`src/hw/rtl/joint_velocity_scaler_assert.svh`:
```
// ============================================================================
// Joint velocity scaler assertion macros
// Short forms for clocked assertions with synchronous active-low reset.
// ============================================================================
`ifndef JOINT_VELOCITY_SCALER_ASSERT_SVH
`define JOINT_VELOCITY_SCALER_ASSERT_SVH

// Same-cycle implication
`define JVS_ASSERT_IMPL(lbl, clk, rst_n, ante, cons, msg) \
    lbl: assert property (@(posedge clk) disable iff (!(rst_n)) (ante) |-> (cons)) \
        else $error(msg);

// Next-cycle implication
`define JVS_ASSERT_NEXT(lbl, clk, rst_n, ante, cons, msg) \
    lbl: assert property (@(posedge clk) disable iff (!(rst_n)) (ante) |=> (cons)) \
        else $error(msg);

`endif

```
`src/hw/rtl/jvs_pkg.sv`:
```
`timescale 1ns / 1ps
// ============================================================================
// jvs_pkg
// Shared widths, register indexes, reset values and bus types of the
// joint velocity scaler.
// ============================================================================
package jvs_pkg;

    localparam int NJ              = 6;   // joints
    localparam int ANGLE_W         = 16;  // Q4.12 angle / speed
    localparam int ERR_W           = ANGLE_W + 1;
    localparam int MAG_W           = ANGLE_W;     // |err| <= 65535
    localparam int SPD_CFG_W       = 15;  // max_speed, deadband
    localparam int SPEED_W         = 16;
    localparam int PROD_W          = MAG_W + SPD_CFG_W;
    localparam int QUO_W           = SPD_CFG_W;   // quotient <= max_speed if divisor > 0
    localparam int DIV_BITS_PER_STAGE = 3;
    localparam int DIV_STAGES      = (QUO_W + DIV_BITS_PER_STAGE - 1) / DIV_BITS_PER_STAGE;
    localparam int CFG_IDX_W       = 3;
    localparam int CFG_DATA_W      = ANGLE_W;

    // Reset values in Q.F, rounded, limited to the register range
    localparam int     ANGLE_FRAC_BITS = 12;
    localparam longint SPD_CFG_MAX     = (longint'(1) << SPD_CFG_W) - 1;
    localparam longint MAX_SPEED_RAW   = ((longint'(314) << ANGLE_FRAC_BITS) + 50) / 100;
    localparam longint DEADBAND_RAW    = ((longint'(2) << ANGLE_FRAC_BITS) + 50) / 100;
    localparam logic [SPD_CFG_W-1:0] MAX_SPEED_RST =
        (MAX_SPEED_RAW > SPD_CFG_MAX) ? SPD_CFG_W'(SPD_CFG_MAX) : SPD_CFG_W'(MAX_SPEED_RAW);
    localparam logic [SPD_CFG_W-1:0] DEADBAND_RST =
        (DEADBAND_RAW > SPD_CFG_MAX) ? SPD_CFG_W'(SPD_CFG_MAX) : SPD_CFG_W'(DEADBAND_RAW);

    // Register indexes
    typedef enum logic [CFG_IDX_W-1:0] {
        CFG_GOAL_ANGLE_0 = 3'd0,
        CFG_GOAL_ANGLE_1 = 3'd1,
        CFG_GOAL_ANGLE_2 = 3'd2,
        CFG_GOAL_ANGLE_3 = 3'd3,
        CFG_GOAL_ANGLE_4 = 3'd4,
        CFG_GOAL_ANGLE_5 = 3'd5,
        CFG_MAX_SPEED    = 3'd6,
        CFG_DEADBAND     = 3'd7
    } cfg_index_t;

    typedef logic [NJ-1:0][ANGLE_W-1:0] angle_vec_t;
    typedef logic [NJ-1:0][PROD_W-1:0]  rem_vec_t;
    typedef logic [NJ-1:0][QUO_W-1:0]   quo_vec_t;
    typedef logic [NJ-1:0][SPEED_W-1:0] speed_vec_t;

    typedef struct packed {
        angle_vec_t             goal;
        logic [SPD_CFG_W-1:0]   max_speed;
        logic [SPD_CFG_W-1:0]   deadband;
    } cfg_t;

    // Per-transaction control that rides along the divider
    typedef struct packed {
        logic [NJ-1:0]    live;     // |err| above deadband
        logic [NJ-1:0]    neg;      // error sign
        logic [MAG_W-1:0] divisor;  // largest |err|
    } div_ctl_t;

endpackage

```
`src/hw/rtl/jvs_front.sv`:
```
`timescale 1ns / 1ps
// ============================================================================
// jvs_front
// Two pipeline stages: joint errors and magnitudes, then largest error,
// scaled products and deadband test.
// ============================================================================
module jvs_front
    import jvs_pkg::*;
(
    input  logic       aclk,
    input  logic       aresetn,
    input  logic       adv,
    input  logic       in_valid,
    input  angle_vec_t in_angle,
    input  cfg_t       cfg,
    output logic       out_valid,
    output rem_vec_t   out_prod,
    output div_ctl_t   out_ctl
);

    function automatic logic [MAG_W-1:0] max_mag(input logic [MAG_W-1:0] a,
                                                  input logic [MAG_W-1:0] b);
        return (a > b) ? a : b;
    endfunction

    // Stage 1 registers
    logic                         valid1_reg;
    logic [NJ-1:0][MAG_W-1:0]     mag1_reg;
    logic [NJ-1:0][MAG_W-1:0]     mag1_next;
    logic [NJ-1:0]                neg1_reg;
    logic [NJ-1:0]                neg1_next;

    // Stage 2 registers
    logic                         valid2_reg;
    rem_vec_t                     prod2_reg;
    rem_vec_t                     prod2_next;
    div_ctl_t                     ctl2_reg;
    div_ctl_t                     ctl2_next;

    logic [ERR_W-1:0]             err   [NJ];
    logic [ERR_W-1:0]             nerr  [NJ];
    logic [MAG_W-1:0]             max01;
    logic [MAG_W-1:0]             max23;
    logic [MAG_W-1:0]             max45;

    // Stage 1: error = goal - angle at 17 bits, then magnitude
    always_comb begin
        for (int l = 0; l < NJ; l++) begin
            err[l]  = {cfg.goal[l][ANGLE_W-1], cfg.goal[l]}
                    - {in_angle[l][ANGLE_W-1], in_angle[l]};
            nerr[l] = ERR_W'(0) - err[l];
            neg1_next[l] = err[l][ERR_W-1];
            mag1_next[l] = err[l][ERR_W-1] ? nerr[l][MAG_W-1:0] : err[l][MAG_W-1:0];
        end
    end

    // Stage 2: max tree, products, deadband
    always_comb begin
        max01 = max_mag(mag1_reg[0], mag1_reg[1]);
        max23 = max_mag(mag1_reg[2], mag1_reg[3]);
        max45 = max_mag(mag1_reg[4], mag1_reg[5]);
        ctl2_next.divisor = max_mag(max_mag(max01, max23), max45);
        ctl2_next.neg     = neg1_reg;
        for (int l = 0; l < NJ; l++) begin
            prod2_next[l]     = PROD_W'(mag1_reg[l]) * PROD_W'(cfg.max_speed);
            ctl2_next.live[l] = mag1_reg[l] > MAG_W'(cfg.deadband);
        end
    end

    always_ff @(posedge aclk) begin
        if (!aresetn) begin
            valid1_reg <= 1'b0;
            valid2_reg <= 1'b0;
        end else if (adv) begin
            valid1_reg <= in_valid;
            valid2_reg <= valid1_reg;
        end
    end

    always_ff @(posedge aclk) begin
        if (adv) begin
            mag1_reg  <= mag1_next;
            neg1_reg  <= neg1_next;
            prod2_reg <= prod2_next;
            ctl2_reg  <= ctl2_next;
        end
    end

    assign out_valid = valid2_reg;
    assign out_prod  = prod2_reg;
    assign out_ctl   = ctl2_reg;

endmodule

```
`config.mk`:
```
export PLATFORM = sky130hd
export DESIGN_NAME = jvs_front
export DESIGN_NICKNAME = d
export VERILOG_FILES = /design/src/hw/rtl/joint_velocity_scaler_assert.svh /design/src/hw/rtl/jvs_pkg.sv /design/src/hw/rtl/jvs_front.sv
export SDC_FILE = /design/constraint.sdc
export NUM_CORES = 2
export LEC_CHECK = 0
export BUFFER_PORTS_ARGS = -buffer_cell sky130_fd_sc_hd__buf_2
export CORE_UTILIZATION = 30
export DETAILED_ROUTE_END_ITERATION = 7
export GPL_TIMING_DRIVEN = 0
export PLACE_DENSITY_LB_ADDON = 0.2
export SYNTH_ARGS = -nofsm -noshare
export SYNTH_HDL_FRONTEND = slang
export SYNTH_SLANG_ARGS = --single-unit
```
`constraint.sdc`:
```
create_clock -name aclk -period 14.1 [get_ports aclk]
set_clock_uncertainty 0.05 [all_clocks]
set_input_delay 3.525 -clock aclk [delete_from_list [all_inputs] [get_ports aclk]]
set_output_delay 3.525 -clock aclk [all_outputs]
set_load 0.03 [all_outputs]
```
* Yosys cells after proc, flatten, opt, wreduce, memory -nomap -nowiden
Cells that the tools add are included.
** Storage, ports and cells
- Bits in registers :: 318
- Input port bits :: 226
- Output and inout port bits :: 215
- Logic and storage cells :: 58
** Cells by class
- Add/subtract/negate cells :: 12
- Multipliers :: 6
- Order comparisons :: 11
- Multiplexer cells :: 11
** Operators by type and width (number)
- 16-bit by 15-bit multiplier with 31-bit output :: 6
- 16-bit two-way mux :: 11
- 16-bit by 16-bit subtractor with 17-bit output :: 6
- 16-bit by 15-bit > comparator with 1-bit output :: 6
- 1-bit by 16-bit subtractor with 16-bit output (first input constant) :: 6
- 16-bit > comparator :: 5

* Longest topological paths before layout
- Depth after elaboration :: 6
- Mapped depth :: 37
- Depth with buffers taken out :: 31

* Worst setup path after synthesis
No wires, ideal clock.
- Path kind :: input to register
- From :: in cfg[18] in the netlist's numbering
- To :: reg prod2_reg, in the netlist out_prod[185], data pin
- Setup time :: 0.260 ns
- Data arrival time :: 9.560 ns
- Data required time :: 13.790 ns
- Path slack :: 4.230 ns
- Cell stages on the path :: 23
- Path buffers :: 2
- Path through :: clkbuf_1 > clkbuf_1 > nand2_1 > fa_1 > inv_1 > fa_1 > fa_1 > inv_1 > fa_1 > inv_1 > fa_1 > fa_1 > ha_1 > a21o_1 > a21o_1 > a2111oi_0 > o311ai_0 > a31oi_1 > o21ai_0 > a2111oi_0 > o41ai_1 > a21oi_1 > xnor2_1
** RTL lines
- from (decl) :: RTL line jvs_front.sv:15 : input cfg_t cfg,
- to (signal assigned) :: RTL line jvs_front.sv:84 : prod2_reg <= prod2_next;
- to (decl) :: RTL line jvs_front.sv:35 : rem_vec_t prod2_reg;

==> summary.txt <==
Global routing
  • Largest net degree at the start of global routing: 111
  • Initial antenna violation count: 54
  • Vias in the first global route: 54300
  • GRT Residual Overflow: 0
  • First-pass GRT wire length: 366 mm
  • Global-route usage over all layers: 0.226

STA
  • F_max: 81.3 MHz
  • Fin. Hold Viols: 0
  • Final setup violation count: 0
  • Tmin final: 12.30 ns
  • Crit share post-route: 0.872
  • Actual slew at the worst max-slew pin: 1.52 ns
  • Max Slew Vio Count: 20
  • Relative slew slack: -0.0110
  • RSZ-0062 raised after global routing: no
  • Setup TNS: 0 ns
  • Hold_ws: 0.369 ns

Critical path
  • Critical path capture point type: flip-flop
  • Required @ worst endpoint: 14.40 ns
  • Startpoint types: input pin
  • Crit. Startpoint: cfg[23]
  • Crit path kind: in -> reg
  • Worst Path Arrival: 12.60 ns
  • Crit path max fanout: 10
  • Reg-to-reg critical path startpoint: mag1_reg[32]

Drt
  • Avg WL per Cell: 23.8 µm
  • DRC errors left: 0
  • Via density: 4.95
  • Drt total wl: 253 mm
  • Post-DRT Antenna Nets: 0
  • Number of DRC markers in iteration 0: 4238
  • Routed via count: 52500
  • TritonRoute pass-1 iters: 8

Finish
  • Fillers: 23000
  • Net count, final: 9757
  • Max reg flops: 186
  • Area delta synth->final: 10.9%
  • Share of cells above drive strength 1: 0.0697

Die
  • Die area: 224000 µm²
  • Core area: 220000 µm²
  • Die height: 473 µm
  • Row count: 172
  • Top Ports: 441
  • Die extent in x: 473 µm
  • Initial Utilization: 0.302

Min path
  • Hold crit path type: reg -> reg
  • Hold path startpoint: neg1_reg[4]

Synth
  • Synth area leader: fa_1
  • Top post-synthesis cells by area: fa_1 33%, ha_1 16%, edfxtp_1 14%, inv_1 7.1%, and2_1 5.6%
  • Post-synth net total: 9285
  • Multiplexer area fraction after synthesis: 0.00631
  • Sequential share of the synthesized area: 0.143
  • Top_reg_cell synth: edfxtp_1
  • Largest family of logic cells by synthesized area: adder cells
  • Top-area cell type share of the netlist area: 0.326
  • Synth warn: 0
  • Mean Syn Cell Area: 9.34 µm²
  • Post-synth cell types: 77
  • Compound-Gate Fraction of Synth Area: 0.0857
  • Xor-xnor portion of the synthesized cell area: 0.0398
  • EDFF count, synth: 316
  • Async SR Flop Fraction: 0
  • Synth Register Bits: 318
  • Post-synthesis adder-cell area fraction: 0.485
  • Most numerous cell in the Yosys netlist: inv_1
  • Post-Syn Area: 66600 µm²
  • Post-Synth Simple-Gate Area: 0.153
  • Post-synthesis cell count: 7131
  • Most instantiated cells after synthesis: 1259 x inv_1, 1086 x fa_1, 964 x nand2_1

CTS
  • Clock tree root buffer cell: clkbuf_16
  • H-tree depth: 2
  • Post_cts resized: 0
  • Hold_buf cts: 0
  • Worst-Skew Late Latency: 0.64 ns
  • Num CTS Buffers: 41
  • # clock sinks: 318
  • Setup Fix Bufs, Post-CTS: 0
  • Clock buffer depth: 3
  • CTS tree: built
  • Reg clk slew, reported paths: 0.06 ns

Job
  • Max-cap violations: 4

Outcome
  • Outcome: finished, violations left
  • Failing checks: max-capacitance violations, max-slew violations

Place
  • Routability Congestion: 0.942
  • Detailed placer's ending HPWL: 207 mm
  • # port buffers: 425
critical path, cell delays in order:
cell,delay [ns]
clkbuf_1,0.21
clkbuf_1,0.90
clkbuf_1,1.10
nand2_1,0.16
fa_1,0.55
inv_1,0.05
fa_1,0.41
fa_1,0.47
fa_1,0.45
fa_1,0.46
fa_1,0.45
ha_1,0.41
a21o_1,0.18
a21o_1,0.18
a2111oi_0,0.57
o311ai_0,0.35
a31oi_1,0.51
o21ai_0,0.23
a2111oi_0,0.68
o41ai_1,0.21
a21oi_1,0.21
xnor2_1,0.31
kinds of logic (layout without fill, tap and decap cells):
logic type,Yosys count,in the layout
flip-flops,318,318
other,0,23
multiplexers,40,40
buffers and inverters,1547,2048
adder cells (fa/ha/maj),1928,1928
XOR/XNOR,303,303
AO/OA/AOI/OAI,892,892
AND/OR/NAND/NOR,2103,2103
final timing paths:
| check | endpoint | slack, ns | depth (start not counted) |
|---|---|---|---|
| worst max-delay path | out_prod[185] | 1.80 | 22 |
| worst max register to register | out_ctl[12] | 4.10 | 36 |
| worst min-delay path | out_ctl[20] | 0.37 | 0 |
| worst min register to register | out_ctl[20] | 0.37 | 0 |
area by class of cell:
cell class              count  area, µm²  area share
well taps                2958       3700      0.0501
diodes                     23       57.6    0.000779
inverters                1260       4730      0.0640
plain buffers             287       1090      0.0147
repair buffers            429       2230      0.0303
flip-flops and latches    318       9530       0.129
clock buffers              44       1040      0.0140
multi-input cells        5266      51300       0.694
clock inverters            28        224     0.00303
cells in the final DEF, fill, tap and decap left out, types with 20 or more instances in the layout:
| master | count |
|---|---|
| and3_1 | 29 |
| a21o_1 | 109 |
| nor3_1 | 39 |
| a31oi_1 | 25 |
| nor2_1 | 198 |
| o21bai_1 | 39 |
| fa_1 | 1086 |
| nor2b_1 | 54 |
| o22ai_1 | 20 |
| inv_1 | 1259 |
| a211oi_1 | 28 |
| nand2b_1 | 52 |
| nand3_1 | 53 |
| a21oi_1 | 274 |
| nand2_1 | 964 |
| edfxtp_1 | 316 |
| clkbuf_16 | 41 |
| mux2i_1 | 24 |
| and2_1 | 595 |
| o21ai_0 | 182 |
| o21a_1 | 59 |
| buf_2 | 424 |
| ha_1 | 842 |
| diode_2 | 23 |
| or3_1 | 22 |
| o31ai_1 | 24 |
| clkbuf_1 | 277 |
| xor2_1 | 89 |
| xnor2_1 | 214 |
| nand4_1 | 49 |
metrics by stage:
step	util	setup slack [ns]	std cells	area, µm²
after floorplan	-	4.23	7131	66600
after global placement	0.329	0.945	10500	72400
after detailed placement	0.329	1.36	10500	72500
after CTS	0.335	2.00	10600	73800
after global routing	0.335	1.58	10600	73800
final	0.335	1.80	10600	73900
routing by layer:
| metal | vias up | routed length (µm) | global-route usage |
|---|---|---|---|
| met4 | 12 | 11700 | 0.0957 |
| met1 | 26500 | 109000 | 0.299 |
| met3 | 364 | 17700 | 0.0364 |
| met5 | - | 73 | 0 |
| li1 | 23700 | - | - |
| met2 | 1905 | 115000 | 0.363 |
Power is left out: the tool's default activity adds up to more than one toggle a clock period on the data nets, which glitch-free logic cannot reach.
