**src/hw/rtl/joint_velocity_scaler_assert.svh**
```systemverilog
// ============================================================================
// Joint velocity scaler assertion macros
// Short forms for clocked assertions with synchronous active-low reset.
// ============================================================================
`ifndef JOINT_VELOCITY_SCALER_ASSERT_SVH
`define JOINT_VELOCITY_SCALER_ASSERT_SVH

// Same-cycle implication
`define JVS_ASSERT_IMPL(lbl, clk, rst_n, ante, cons, msg) \
    lbl: assert property (@(posedge clk) disable iff (!(rst_n)) (ante) |-> (cons)) \
        else $error(msg);

// Next-cycle implication
`define JVS_ASSERT_NEXT(lbl, clk, rst_n, ante, cons, msg) \
    lbl: assert property (@(posedge clk) disable iff (!(rst_n)) (ante) |=> (cons)) \
        else $error(msg);

`endif

```
**src/hw/rtl/jvs_pkg.sv**
```systemverilog
`timescale 1ns / 1ps
// ============================================================================
// jvs_pkg
// Shared widths, register indexes, reset values and bus types of the
// joint velocity scaler.
// ============================================================================
package jvs_pkg;

    localparam int NJ              = 6;   // joints
    localparam int ANGLE_W         = 16;  // Q4.12 angle / speed
    localparam int ERR_W           = ANGLE_W + 1;
    localparam int MAG_W           = ANGLE_W;     // |err| <= 65535
    localparam int SPD_CFG_W       = 15;  // max_speed, deadband
    localparam int SPEED_W         = 16;
    localparam int PROD_W          = MAG_W + SPD_CFG_W;
    localparam int QUO_W           = SPD_CFG_W;   // quotient <= max_speed if divisor > 0
    localparam int DIV_BITS_PER_STAGE = 3;
    localparam int DIV_STAGES      = (QUO_W + DIV_BITS_PER_STAGE - 1) / DIV_BITS_PER_STAGE;
    localparam int CFG_IDX_W       = 3;
    localparam int CFG_DATA_W      = ANGLE_W;

    // Reset values in Q.F, rounded, limited to the register range
    localparam int     ANGLE_FRAC_BITS = 12;
    localparam longint SPD_CFG_MAX     = (longint'(1) << SPD_CFG_W) - 1;
    localparam longint MAX_SPEED_RAW   = ((longint'(314) << ANGLE_FRAC_BITS) + 50) / 100;
    localparam longint DEADBAND_RAW    = ((longint'(2) << ANGLE_FRAC_BITS) + 50) / 100;
    localparam logic [SPD_CFG_W-1:0] MAX_SPEED_RST =
        (MAX_SPEED_RAW > SPD_CFG_MAX) ? SPD_CFG_W'(SPD_CFG_MAX) : SPD_CFG_W'(MAX_SPEED_RAW);
    localparam logic [SPD_CFG_W-1:0] DEADBAND_RST =
        (DEADBAND_RAW > SPD_CFG_MAX) ? SPD_CFG_W'(SPD_CFG_MAX) : SPD_CFG_W'(DEADBAND_RAW);

    // Register indexes
    typedef enum logic [CFG_IDX_W-1:0] {
        CFG_GOAL_ANGLE_0 = 3'd0,
        CFG_GOAL_ANGLE_1 = 3'd1,
        CFG_GOAL_ANGLE_2 = 3'd2,
        CFG_GOAL_ANGLE_3 = 3'd3,
        CFG_GOAL_ANGLE_4 = 3'd4,
        CFG_GOAL_ANGLE_5 = 3'd5,
        CFG_MAX_SPEED    = 3'd6,
        CFG_DEADBAND     = 3'd7
    } cfg_index_t;

    typedef logic [NJ-1:0][ANGLE_W-1:0] angle_vec_t;
    typedef logic [NJ-1:0][PROD_W-1:0]  rem_vec_t;
    typedef logic [NJ-1:0][QUO_W-1:0]   quo_vec_t;
    typedef logic [NJ-1:0][SPEED_W-1:0] speed_vec_t;

    typedef struct packed {
        angle_vec_t             goal;
        logic [SPD_CFG_W-1:0]   max_speed;
        logic [SPD_CFG_W-1:0]   deadband;
    } cfg_t;

    // Per-transaction control that rides along the divider
    typedef struct packed {
        logic [NJ-1:0]    live;     // |err| above deadband
        logic [NJ-1:0]    neg;      // error sign
        logic [MAG_W-1:0] divisor;  // largest |err|
    } div_ctl_t;

endpackage

```
**src/hw/rtl/jvs_cfg_regs.sv**
```systemverilog
`timescale 1ns / 1ps
// ============================================================================
// jvs_cfg_regs
// Goal angles, max speed and deadband registers behind a plain write port.
// ============================================================================
module jvs_cfg_regs
    import jvs_pkg::*;
(
    input  logic                  aclk,
    input  logic                  aresetn,
    input  logic                  cfg_wr_en,
    input  logic [CFG_IDX_W-1:0]  cfg_wr_index,
    input  logic [CFG_DATA_W-1:0] cfg_wr_data,
    output cfg_t                  cfg_o
);

    cfg_t cfg_reg;
    cfg_t cfg_next;

    // Decode the write
    always_comb begin
        cfg_next = cfg_reg;
        if (cfg_wr_en) begin
            unique case (cfg_index_t'(cfg_wr_index))
                CFG_GOAL_ANGLE_0: cfg_next.goal[0] = cfg_wr_data[ANGLE_W-1:0];
                CFG_GOAL_ANGLE_1: cfg_next.goal[1] = cfg_wr_data[ANGLE_W-1:0];
                CFG_GOAL_ANGLE_2: cfg_next.goal[2] = cfg_wr_data[ANGLE_W-1:0];
                CFG_GOAL_ANGLE_3: cfg_next.goal[3] = cfg_wr_data[ANGLE_W-1:0];
                CFG_GOAL_ANGLE_4: cfg_next.goal[4] = cfg_wr_data[ANGLE_W-1:0];
                CFG_GOAL_ANGLE_5: cfg_next.goal[5] = cfg_wr_data[ANGLE_W-1:0];
                CFG_MAX_SPEED:    cfg_next.max_speed = cfg_wr_data[SPD_CFG_W-1:0];
                CFG_DEADBAND:     cfg_next.deadband  = cfg_wr_data[SPD_CFG_W-1:0];
            endcase
        end
    end

    always_ff @(posedge aclk) begin
        if (!aresetn) begin
            cfg_reg.goal      <= '0;
            cfg_reg.max_speed <= MAX_SPEED_RST;
            cfg_reg.deadband  <= DEADBAND_RST;
        end else begin
            cfg_reg <= cfg_next;
        end
    end

    assign cfg_o = cfg_reg;

endmodule

```
**config.mk**
```make
export PLATFORM = sky130hd
export DESIGN_NAME = jvs_cfg_regs
export DESIGN_NICKNAME = d
export VERILOG_FILES = /design/src/hw/rtl/joint_velocity_scaler_assert.svh /design/src/hw/rtl/jvs_pkg.sv /design/src/hw/rtl/jvs_cfg_regs.sv
export SDC_FILE = /design/constraint.sdc
export NUM_CORES = 1
export LEC_CHECK = 0
export BUFFER_PORTS_ARGS = -buffer_cell sky130_fd_sc_hd__buf_2
export CORE_AREA = 2 2 119 121
export DETAILED_ROUTE_END_ITERATION = 7
export DIE_AREA = 0 0 121 123
export GPL_TIMING_DRIVEN = 0
export SLEW_MARGIN = 20
export SYNTH_ARGS = -nofsm -noshare
export SYNTH_HDL_FRONTEND = slang
export SYNTH_SLANG_ARGS = --single-unit
```
**constraint.sdc**
```tcl
create_clock -name aclk -period 1.54 [get_ports aclk]
set_input_delay 0.231 -clock aclk [delete_from_list [all_inputs] [get_ports aclk]]
set_output_delay 0.231 -clock aclk [all_outputs]
set_load 0.02 [all_outputs]
```
Word level (Yosys, flattened, before mapping). Index checks and enable logic that the tools add are counted.

Reductions and logical operators: 9. Equality and inequality tests: 7.

Operators by type and width (count): $reduce_and 2->1 (8); $eq 3x3->1 const B (4); $eq 3x2->1 const B (2); $eq 3x1->1 const B (1); $logic_not 3->1 (1).

Register bits after elaboration: 126. Word-level logic and storage cells: 24. Output and inout bits: 126. Input port bits: 22.

Depth between registers and ports, before layout. Gate-level depths: netlist of the first run.

Depth in word-level cells: 2. Gate-level depth with buffers: 5. Mapped depth without buffers: 2.

Worst setup path after synthesis of the first run. No wires, ideal clock.

Kind: in2reg. Start: input port cfg_wr_index[0]. End: register cfg_reg, in the netlist cfg_o[37]. Path buffers: 3. Setup time: 0.126 ns. Slack: 0.138 ns. Arrival: 1.276 ns. Stages: 5. Required time: 1.414 ns. Cells stage by stage: buf_2 > or4b_4 > buf_6 > buf_6 > mux2i_1.

Longest elaborated chain between the ends: 2.

RTL lines: start: declaration (RTL line jvs_cfg_regs.sv:12) `input logic [CFG_IDX_W-1:0] cfg_wr_index,`; $logic_not 3->1 (RTL line jvs_cfg_regs.sv:24) `unique case (cfg_index_t'(cfg_wr_index))`; $reduce_and 2->1 (no line); end signal: assignment (RTL line jvs_cfg_regs.sv:43) `cfg_reg <= cfg_next;`; end: declaration (RTL line jvs_cfg_regs.sv:17) `cfg_t cfg_reg;`.

Every way passes these cells. A chain may end at the register's enable or synchronous reset.

==> flow_summary.toml, run 1 <==
[job]
drv_cap = 0

[clock_network]
clock_path_buffers = 2
post_cts_buffers = 0
clk_pin_slew_ps = 60
cts_buffers = 17
clkLatencyLatePin_ps = 400
htreeDepth = 4
clock-sinks = 126
root_buffer = "clkbuf_16"
cts_hold_buffers = 0
cts_resized = 0
cts_tree = "done"

[global_routing]
grt_pass1_wl_um = 19950
use_met3_pct = 5.950
overflow = 0
met1_usage_pct = 23.49
grt_most_used_layer = "met2"
grt_max_degree = 17
grt_pass1_vias = 3673
grt_use_total_pct = 17.86
met2_usage_pct = 28.05
antenna_found_initial = 0

[critical_path]
path_delay_family = "buffers and inverters"
path_common_cell = "clkbuf_1"
r2r_slack_ps = 890
endpoint = "cfg_o[122]"
rr_endpoint = "cfg_o[109]"
crit_cells = 4
cp-end-kind = "register"
critical_path_required_ps = 1860
start_kind = "input port"
startpoint = "aresetn"
cp_slowest_stage_delay_ps = 480
reg2reg_depth = 2
path_class = "in -> reg"
path_buf_inv = 2
r2r-start = "cfg_o[109]"
crit_arrival_ps = 1660
path_cells = "clkbuf_1, clkbuf_1, nand2_1, mux2i_1"
cp_slowest_cell = "clkbuf_1"
crit_path_max_fanout = 10

[floorplanning]
coreArea_um2 = 13610
initial_core_util_pct = 34.43
rows = 43
num_io_pins = 148
die_w_um = 121
die_area_um2 = 14880
die_height_um = 123

[hold_path]
hold_start = "cfg_wr_data[1]"
hold_path_class = "in -> reg"
hold_depth = 3

[sta]
tightest_slew_ps = 638.9
fin_tns_setup_ps = 0
setup-violations-final = 0
slew_headroom_pct = 57.40
finalClockSkew_ps = 0
min_period_over_period_pct = 87.20
hold_viol_final = 0
drv_slew = 0
period_minus_slack_ps = 1343
rsz0062_at_grt = "false"
timing.fmax_mhz = 744.7

[detailed_routing]
routed_wl_um = 13000
drtIter0Drc = 228
viasPerCell = 4.547
routedWlPerCell_um = 16.17
detail-route-antenna-nets = 0
dr.pass1.iters = 5
route.vias.total = 3656
drc_errors = 0

[cells_and_area]
fin_area_um2 = 6216
finalNetCount = 633
largest_reg_flops = 126
fill_cells = 1334
syn_to_final_growth_pct = 32.62
drive_gt1_share_pct = 30.45
antenna_cells = 0

[synth]
ys_ff_latch = 126
synth_top_cell_by_area = "dfxtp_1"
synth_seq_area_share_pct = 53.82
synthDistinctLibCells = 15
synth_top_area_share_pct = 53.82
ys_warn_count = 0
syn_nets = 472
synthTopCellsByArea = "dfxtp_1 (54%), mux2i_1 (27%), nand2_1 (10%)"
mappedNetlistArea_um2 = 4687
syn_inst = 450
syn_avg_cell_area_um2 = 10.42

[place]
dp_hpwl_um = 9552
dpl-instance-area_um2 = 5623
port_buffers = 142
gp_congestion = 0.7671

[pwr]
p_leak_nw = 3.297
irDropWorstVdd_mv = 0.5767
p_per_area_nw_per_um2 = 1267

[status]
status = "finished, final reports clean"
==> synth_stat cells <==
master and number:
buf_2 11, nand4_1 1, nand4bb_1 2, dfxtp_1 126, buf_4 3, nor2b_1 21, nor4bb_1 1, clkbuf_1 19
buf_6 3, nand2_1 131, nand4b_1 3, and4b_1 1, or4b_4 1, mux2i_1 126, and4_1 1
==> area by class of cell <==
cell class / count / area, um^2 / area share [%]
Buffer: 36 / 182.7 / 2.939
Tap cell: 180 / 225.2 / 3.623
Clock buffer: 21 / 460.4 / 7.407
Clock inverter: 11 / 132.6 / 2.134
Sequential cell: 126 / 2522 / 40.58
Timing Repair Buffer: 142 / 710.7 / 11.43
Multi-Input combinational cell: 288 / 1982 / 31.88
==> tightest hold or removal path, cell delays in order <==
cell and delay, ps:
buf_2 90, nor2b_1 40, mux2i_1 110
==> where the power goes <==
part	leakage (nW)	switching [mW]	total, mW	internal (mW)
clock network	0.284	1.49	3.98	2.49
logic	1.99	0.351	0.524	0.173
registers	1.02	0.0380	3.37	3.33
==> stage by stage <==
stage	instances	power, mW	setup slack, ps	hold slack, ps	util [%]
detailed placement	772	3.973	-257.0	446.2	41.31
floorplan	450	3.769	138.3	397.5	-
global placement	772	3.966	-232.0	442.1	41.31
CTS	804	7.948	148.2	98.48	45.67
finish	804	7.874	197.2	111.4	45.67
global route	804	8.164	30.98	109.7	45.67
==> per-layer routing <==
layer | routed length (um) | vias up
met2 | 6004 | 110
li1 | - | 1814
met4 | 38 | 0
met3 | 884 | 2
met1 | 6073 | 1730
met5 | 0 | -
==> cell families (layout without fill, tap and decap cells) <==
kind of cell	Yosys count	after routing	synth area share [%]
simple gates	162	162	15.38
mux	126	126	26.91
flops	126	126	53.82
buf+inv	36	210	3.897
==> how the worst min path moves through the flow <==
stage | end | slack (ps)
floorplan | cfg_o[1] | 400
global placement | cfg_o[61] | 440
detailed placement | cfg_o[58] | 450
CTS | cfg_o[1] | 100
global route | cfg_o[17] | 110
finish | cfg_o[1] | 110
==> cells in the final DEF, fill, tap and decap left out, types with 2 or more instances in the layout <==
cell / Yosys / routed
nor2b_1: 21 / 21
clkbuf_8: 0 / 2
buf_4: 3 / 3
mux2i_1: 126 / 126
nand4b_1: 3 / 3
nand4bb_1: 2 / 2
clkbuf_16: 0 / 17
bufinv_16: 0 / 2
inv_6: 0 / 2
buf_6: 3 / 3
clkbuf_1: 19 / 21
clkinvlp_4: 0 / 2
clkinv_4: 0 / 4
nand2_1: 131 / 131
dfxtp_1: 126 / 126
buf_2: 11 / 153
Note: power is estimated with default switching activity, not from simulation.
==> inputs of run 2 (changes only) <==
--- a/config.mk
+++ b/config.mk
@@ -5,10 +5,11 @@
 export SDC_FILE = /design/constraint.sdc
 export NUM_CORES = 1
 export LEC_CHECK = 0
+export ABC_AREA = 1
 export BUFFER_PORTS_ARGS = -buffer_cell sky130_fd_sc_hd__buf_2
-export CORE_AREA = 2 2 119 121
+export CORE_AREA = 2 2 123 125
 export DETAILED_ROUTE_END_ITERATION = 7
-export DIE_AREA = 0 0 121 123
+export DIE_AREA = 0 0 125 127
 export GPL_TIMING_DRIVEN = 0
 export SLEW_MARGIN = 20
 export SYNTH_ARGS = -nofsm -noshare
==> run 2 against run 1 <==
Against the previous run: synthesized area grew 7.3%; routed wire length grew 23%; combinational power grew 70%; utilization is essentially flat; power grew 7.2%; first-iteration DRC count grew 73%; highest routed layer unchanged.
==> flow_summary.toml, run 2 <==
[clock_network]
clk_pin_slew_ps = 60
clock_path_buffers = 2
cts_hold_buffers = 0
clkLatencyLatePin_ps = 420
cts_buffers = 17
post_cts_buffers = 0
htreeDepth = 4
cts_tree = "done"
cts_resized = 0
root_buffer = "clkbuf_16"
clock-sinks = 126

[sta]
fin_tns_setup_ps = 0
min_period_over_period_pct = 78.13
whs_ps = 37.69
slew_headroom_pct = 62.20
finalClockSkew_ps = 0
tightest_slew_ps = 566.4
timing.fmax_mhz = 831.2
rsz0062_at_grt = "false"
hold_viol_final = 0
period_minus_slack_ps = 1203
setup-violations-final = 0
drv_slew = 0

[critical_path]
r2r-start = "cfg_o[60]"
path_delay_family = "flip-flops"
rr_endpoint = "cfg_o[60]"
crit_path_max_fanout = 2
cp_slowest_cell = "dfxtp_1"
crit_cells = 1
path_buf_inv = 1
r2r_slack_ps = 940
path_class = "reg -> out"
critical_path_required_ps = 1310
reg2reg_depth = 2
cp-end-kind = "primary output"
path_cells = "buf_2"
crit_arrival_ps = 970
start_kind = "register"
cp_slowest_stage_delay_ps = 370

[synth]
synth_xor_area_share_pct = 0
netlist_top_cells_count = "nor2_1 (226), nand2_1 (151), dfxtp_1 (126), nand3_1 (114), inv_1 (20)"
synth_most_common_cell = "nor2_1"
synthMuxAreaShare_pct = 0
ys_warn_count = 0
synthAdderAreaFrac_pct = 0
synthTopCellsByArea = "dfxtp_1 (50%), nor2_1 (17%), nand3_1 (11%)"
ys_ff_latch = 126
synth_top_area_share_pct = 50.15
syn_inst = 703
synth_compound_area_share_pct = 0
synthDistinctLibCells = 15
yosys_most_used_dff = "dfxtp_1"
synth_top_cell_by_area = "dfxtp_1"
async_reset_ff_share_pct = 0
syn_avg_cell_area_um2 = 7.155
synth_edf_count = 0
yosys.area_share.simple_pct = 43.28
synth_seq_area_share_pct = 50.15
synth_top_family_by_area = "simple AND/OR/NAND/NOR gates"
syn_nets = 725
mappedNetlistArea_um2 = 5030

[pwr]
p_sw_share_pct = 24.89
internal-power_mw = 6.339
power_mw = 8.439
p_per_area_nw_per_um2 = 1281
irDropWorstVdd_mv = 0.6659
p_leak_nw = 3.252
power_frac_seq_pct = 40.7
combPwrFrac_pct = 10.6
pwr-share-clk_pct = 48.7
p_sw_mw = 2.100

[global_routing]
use_met3_pct = 6.575
met1_usage_pct = 26.63
grt_pass1_vias = 4529
antenna_found_initial = 0
overflow = 0
met2_usage_pct = 31.78
grt_pass1_wl_um = 24760
grt_max_degree = 17
grt_use_total_pct = 20.50
grt_most_used_layer = "met2"

[detailed_routing]
routedWlPerCell_um = 15.06
detail-route-antenna-nets = 0
drtIter0Drc = 394
route.vias.total = 4917
drc_errors = 0
routed_wl_um = 16010
viasPerCell = 4.626
dr.pass1.iters = 7

[floorplanning]
die_area_um2 = 15880
rows = 44
die_height_um = 127
num_io_pins = 148
coreArea_um2 = 14420
initial_core_util_pct = 34.87
die_w_um = 125

[cells_and_area]
drive_gt1_share_pct = 25.94
mostFrequentLayoutCell = "nor2_1"
final_cell_mix = "nor2_1 (226), buf_2 (164), nand2_1 (151)"
stdcell_count = 1063
antenna_cells = 0
finalNetCount = 890
largest_reg_flops = 126
syn_to_final_growth_pct = 31.02

[hold_path]
hold_path_class = "in -> reg"
hold_depth = 3
holdPathEnd = "cfg_o[17]"
hold_start = "cfg_wr_data[2]"

[place]
dp_hpwl_um = 11350
gp_congestion = 0.7661
port_buffers = 146
numPlacedInstances = 1033

[status]
status = "finished, final reports clean"

[job]
drv_cap = 0
==> run 2: metal layers <==
layer  wire [um]  vias to the layer above
met1        7327                     2193
met5           0                        -
li1            -                     2520
met4         370                        0
met3        1369                       25
met2        6944                      179
==> run 2: power groups by stage <==
stage	registers [mW]	clock network (mW)	logic (mW)
after floorplan	3.64	0	0.435
after global placement	3.50	0	0.890
after detailed placement	3.50	0	0.895
after CTS	3.44	4.17	0.896
after global routing	3.45	4.32	0.985
final	3.44	4.11	0.891
==> run 2: layout make-up <==
cell class,instances,area (um^2)
flip-flops and latches,126,2522
fillers,1554,7834
inverters,23,86.33
repair buffers,146,730.7
plain buffers,42,244.0
well taps,184,230.2
clock inverters,6,107.6
multi-input cells,512,2177
clock buffers,24,491.7
==> run 2: kinds of logic (layout without fill, tap and decap cells) <==
logic type,Yosys count,count (layout)
buffers and inverters,65,241
flip-flops,126,126
AND/OR/NAND/NOR,512,512
==> run 2: per-stage QoR <==
stage | setup slack [ps] | cell area, um^2 | utilization (%)
4_1_cts | 327.2 | 6590 | 45.69
6_report | 336.9 | 6590 | 45.69
3_3_place_gp | 94.49 | 5991 | 41.53
2_1_floorplan | 485.2 | 5030 | -
5_1_grt | 288.0 | 6590 | 45.69
3_5_place_dp | 120.9 | 5991 | 41.53
==> run 2: worst max path at each step <==
stage           endpoint  slack (ps)      start
2_1_floorplan  cfg_o[15]         490    aresetn
3_3_place_gp   cfg_o[73]          90    aresetn
3_5_place_dp   cfg_o[15]         120    aresetn
4_1_cts        cfg_o[97]         330  cfg_o[97]
5_1_grt        cfg_o[50]         290  cfg_o[50]
6_report       cfg_o[50]         340  cfg_o[50]
==> inputs of run 3 (changes only) <==
==> constraint.sdc (replaced) <==
create_clock -name aclk -period 1 [get_ports aclk]
set_input_delay 0.15 -clock aclk [delete_from_list [all_inputs] [get_ports aclk]]
set_output_delay 0.15 -clock aclk [all_outputs]
set_load 0.02 [all_outputs]
==> run 3 against run 2 <==
Against the previous run: the run now ends with setup timing left; clock power rose by 55%; sequential share of layout area is 3.8 points lower; non-clock buffer count rose by 24; critical path depth unchanged; sequential power up 56%; flip-flop and latch count unchanged; global-route usage up 1.1 points.
==> flow_summary.toml, run 3 (synthesis results as in run 2) <==
[cells_and_area]
largest_reg_flops = 126
antenna_cells = 0
final_cell_mix = "nor2_1 (226), nand2_1 (151), buf_6 (131)"
drive_gt1_share_pct = 41.42
mostFrequentLayoutCell = "nor2_1"
finalNetCount = 914
fill_cells = 1425
syn_to_final_growth_pct = 54.58

[detailed_routing]
routedWlPerCell_um = 15.39
routed_wl_um = 16730
route.vias.total = 5071
dr.pass1.iters = 7
detail-route-antenna-nets = 0
drc_errors = 0
viasPerCell = 4.665
drtIter0Drc = 386

[place]
port_buffers = 146
dp_hpwl_um = 11350
gp_congestion = 0.7661

[clock_network]
clock-sinks = 126
clock_path_buffers = 2
cts_tree = "done"
clk_pin_slew_ps = 60
clkLatencyLatePin_ps = 420
htreeDepth = 4
cts_buffers = 17
root_buffer = "clkbuf_16"

[sta]
setup-violations-final = 126
fin_tns_setup_ps = -1911
min_period_over_period_pct = 104.2
period_minus_slack_ps = 1042
hold_viol_final = 0
setup_slack_ps = -42.29
tightest_slew_ps = 551.8
rsz0062_at_grt = "true"
drv_slew = 0
finalClockSkew_ps = 0
slew_headroom_pct = 63.17
timing.fmax_mhz = 959.4

[critical_path]
cp_slowest_cell = "dfxtp_2"
path_buf_inv = 1
path_cells = "buf_6"
path_class = "reg -> out"
crit_path_max_fanout = 2
crit_arrival_ps = 890
critical_path_required_ps = 850
path_delay_family = "flip-flops"
cp_slowest_stage_delay_ps = 350
cp-end-kind = "primary output"
startpoint = "cfg_o[79]"
r2r-start = "cfg_o[125]"
start_kind = "register"

[pwr]
p_per_area_nw_per_um2 = 1721
p_sw_mw = 3.330
internal-power_mw = 10.05
p_sw_share_pct = 24.88
p_leak_nw = 3.550
power_frac_seq_pct = 40.1
pwr-share-clk_pct = 47.6
power_mw = 13.38
combPwrFrac_pct = 12.3
irDropWorstVdd_mv = 1.031

[floorplanning]
die_area_um2 = 15880
coreArea_um2 = 14420
die_w_um = 125
rows = 44
die_height_um = 127
initial_core_util_pct = 34.87
num_io_pins = 148

[global_routing]
use_met3_pct = 6.407
grt_use_total_pct = 21.57
overflow = 0
antenna_found_initial = 0
met2_usage_pct = 34.34
grt_pass1_vias = 4808
grt_max_degree = 17
grt_most_used_layer = "met2"
grt_pass1_wl_um = 26210
met1_usage_pct = 27.79

[job]
drv_cap = 0

[hold_path]
hold_path_class = "in -> reg"
hold_start = "cfg_wr_data[4]"

[status]
status = "finished, violations left"
violations = "setup timing"
## run 3: cell types whose count changed in the layout (fill, tap and decap cells not counted)
| cell | change |
|---|---|
| inv_1 | -1 |
| clkinvlp_4 | +1 |
| dfxtp_1 | -126 |
| buf_2 | -127 |
| dfxtp_2 | +126 |
| buf_1 | -1 |
| buf_6 | +127 |
| clkbuf_2 | +1 |
| dlymetal6s4s_1 | +1 |
| buf_4 | +14 |
| nand3_2 | +4 |
| nand3_1 | -4 |
| dlygate4sd3_1 | +9 |
## run 3: layout make-up
type	count	area [um^2]	area share, %
sequential	126	2680	34.47
multi-input combinational	512	2197	28.26
timing repair buffer	170	1733	22.29
clock buffer	24	491.7	6.324
buffer	42	245.2	3.154
tap	184	230.2	2.961
clock inverter	6	107.6	1.384
inverter	23	90.09	1.159
## run 3: metrics by stage
stage | hold slack [ps] | cells | setup slack [ps] | util (%) | instance area [um^2]
global placement | 375.5 | 1033 | -364.5 | 41.53 | 5991
global route | 187.6 | 1087 | -67.85 | 53.90 | 7775
floorplan | 276.1 | 703 | 26.17 | - | 5030
detailed placement | 384.7 | 1033 | -338.1 | 41.53 | 5991
finish | 168.2 | 1087 | -42.29 | 53.90 | 7775
CTS | 157.5 | 1080 | -61.60 | 53.31 | 7689
## run 3: path summary, 6_finish.rpt
check	end	slack [ps]	cells after the start
worst max-delay path	cfg_o[79]	-40	1
worst min-delay path	cfg_o[4]	170	4
worst max register to register	cfg_o[125]	300	3
worst min register to register	cfg_o[28]	460	2
## run 3: power groups by stage
stage | clock [mW] | sequential (mW) | combinational (mW)
finish | 6.37 | 5.37 | 1.65
CTS | 6.42 | 5.36 | 1.62
global placement | 0 | 5.39 | 1.37
detailed placement | 0 | 5.40 | 1.38
global route | 6.66 | 5.38 | 1.80
floorplan | 0 | 5.61 | 0.670
## run 3: timing repair
action | CTS | global route
gates resized for setup | 378 | 9
hold buffers | 10 | 0
setup endpoints to repair | 126 | 135
buffers inserted | 7 | 7
pin swaps | 0 | 4
endpoints found under the hold margin | 11 | 0
## run 3: layer usage
metal	share of wire [%]	wire, um
met1	45	7583
met3	7.1	1188
met4	2.2	376
met5	0	0
met2	45	7577
## run 3: worst reg2reg max path, stage by stage, from the launching register on
cell and delay, ps:
dfxtp_2 330, buf_4 130, nor2_1 90, nor2_1 50
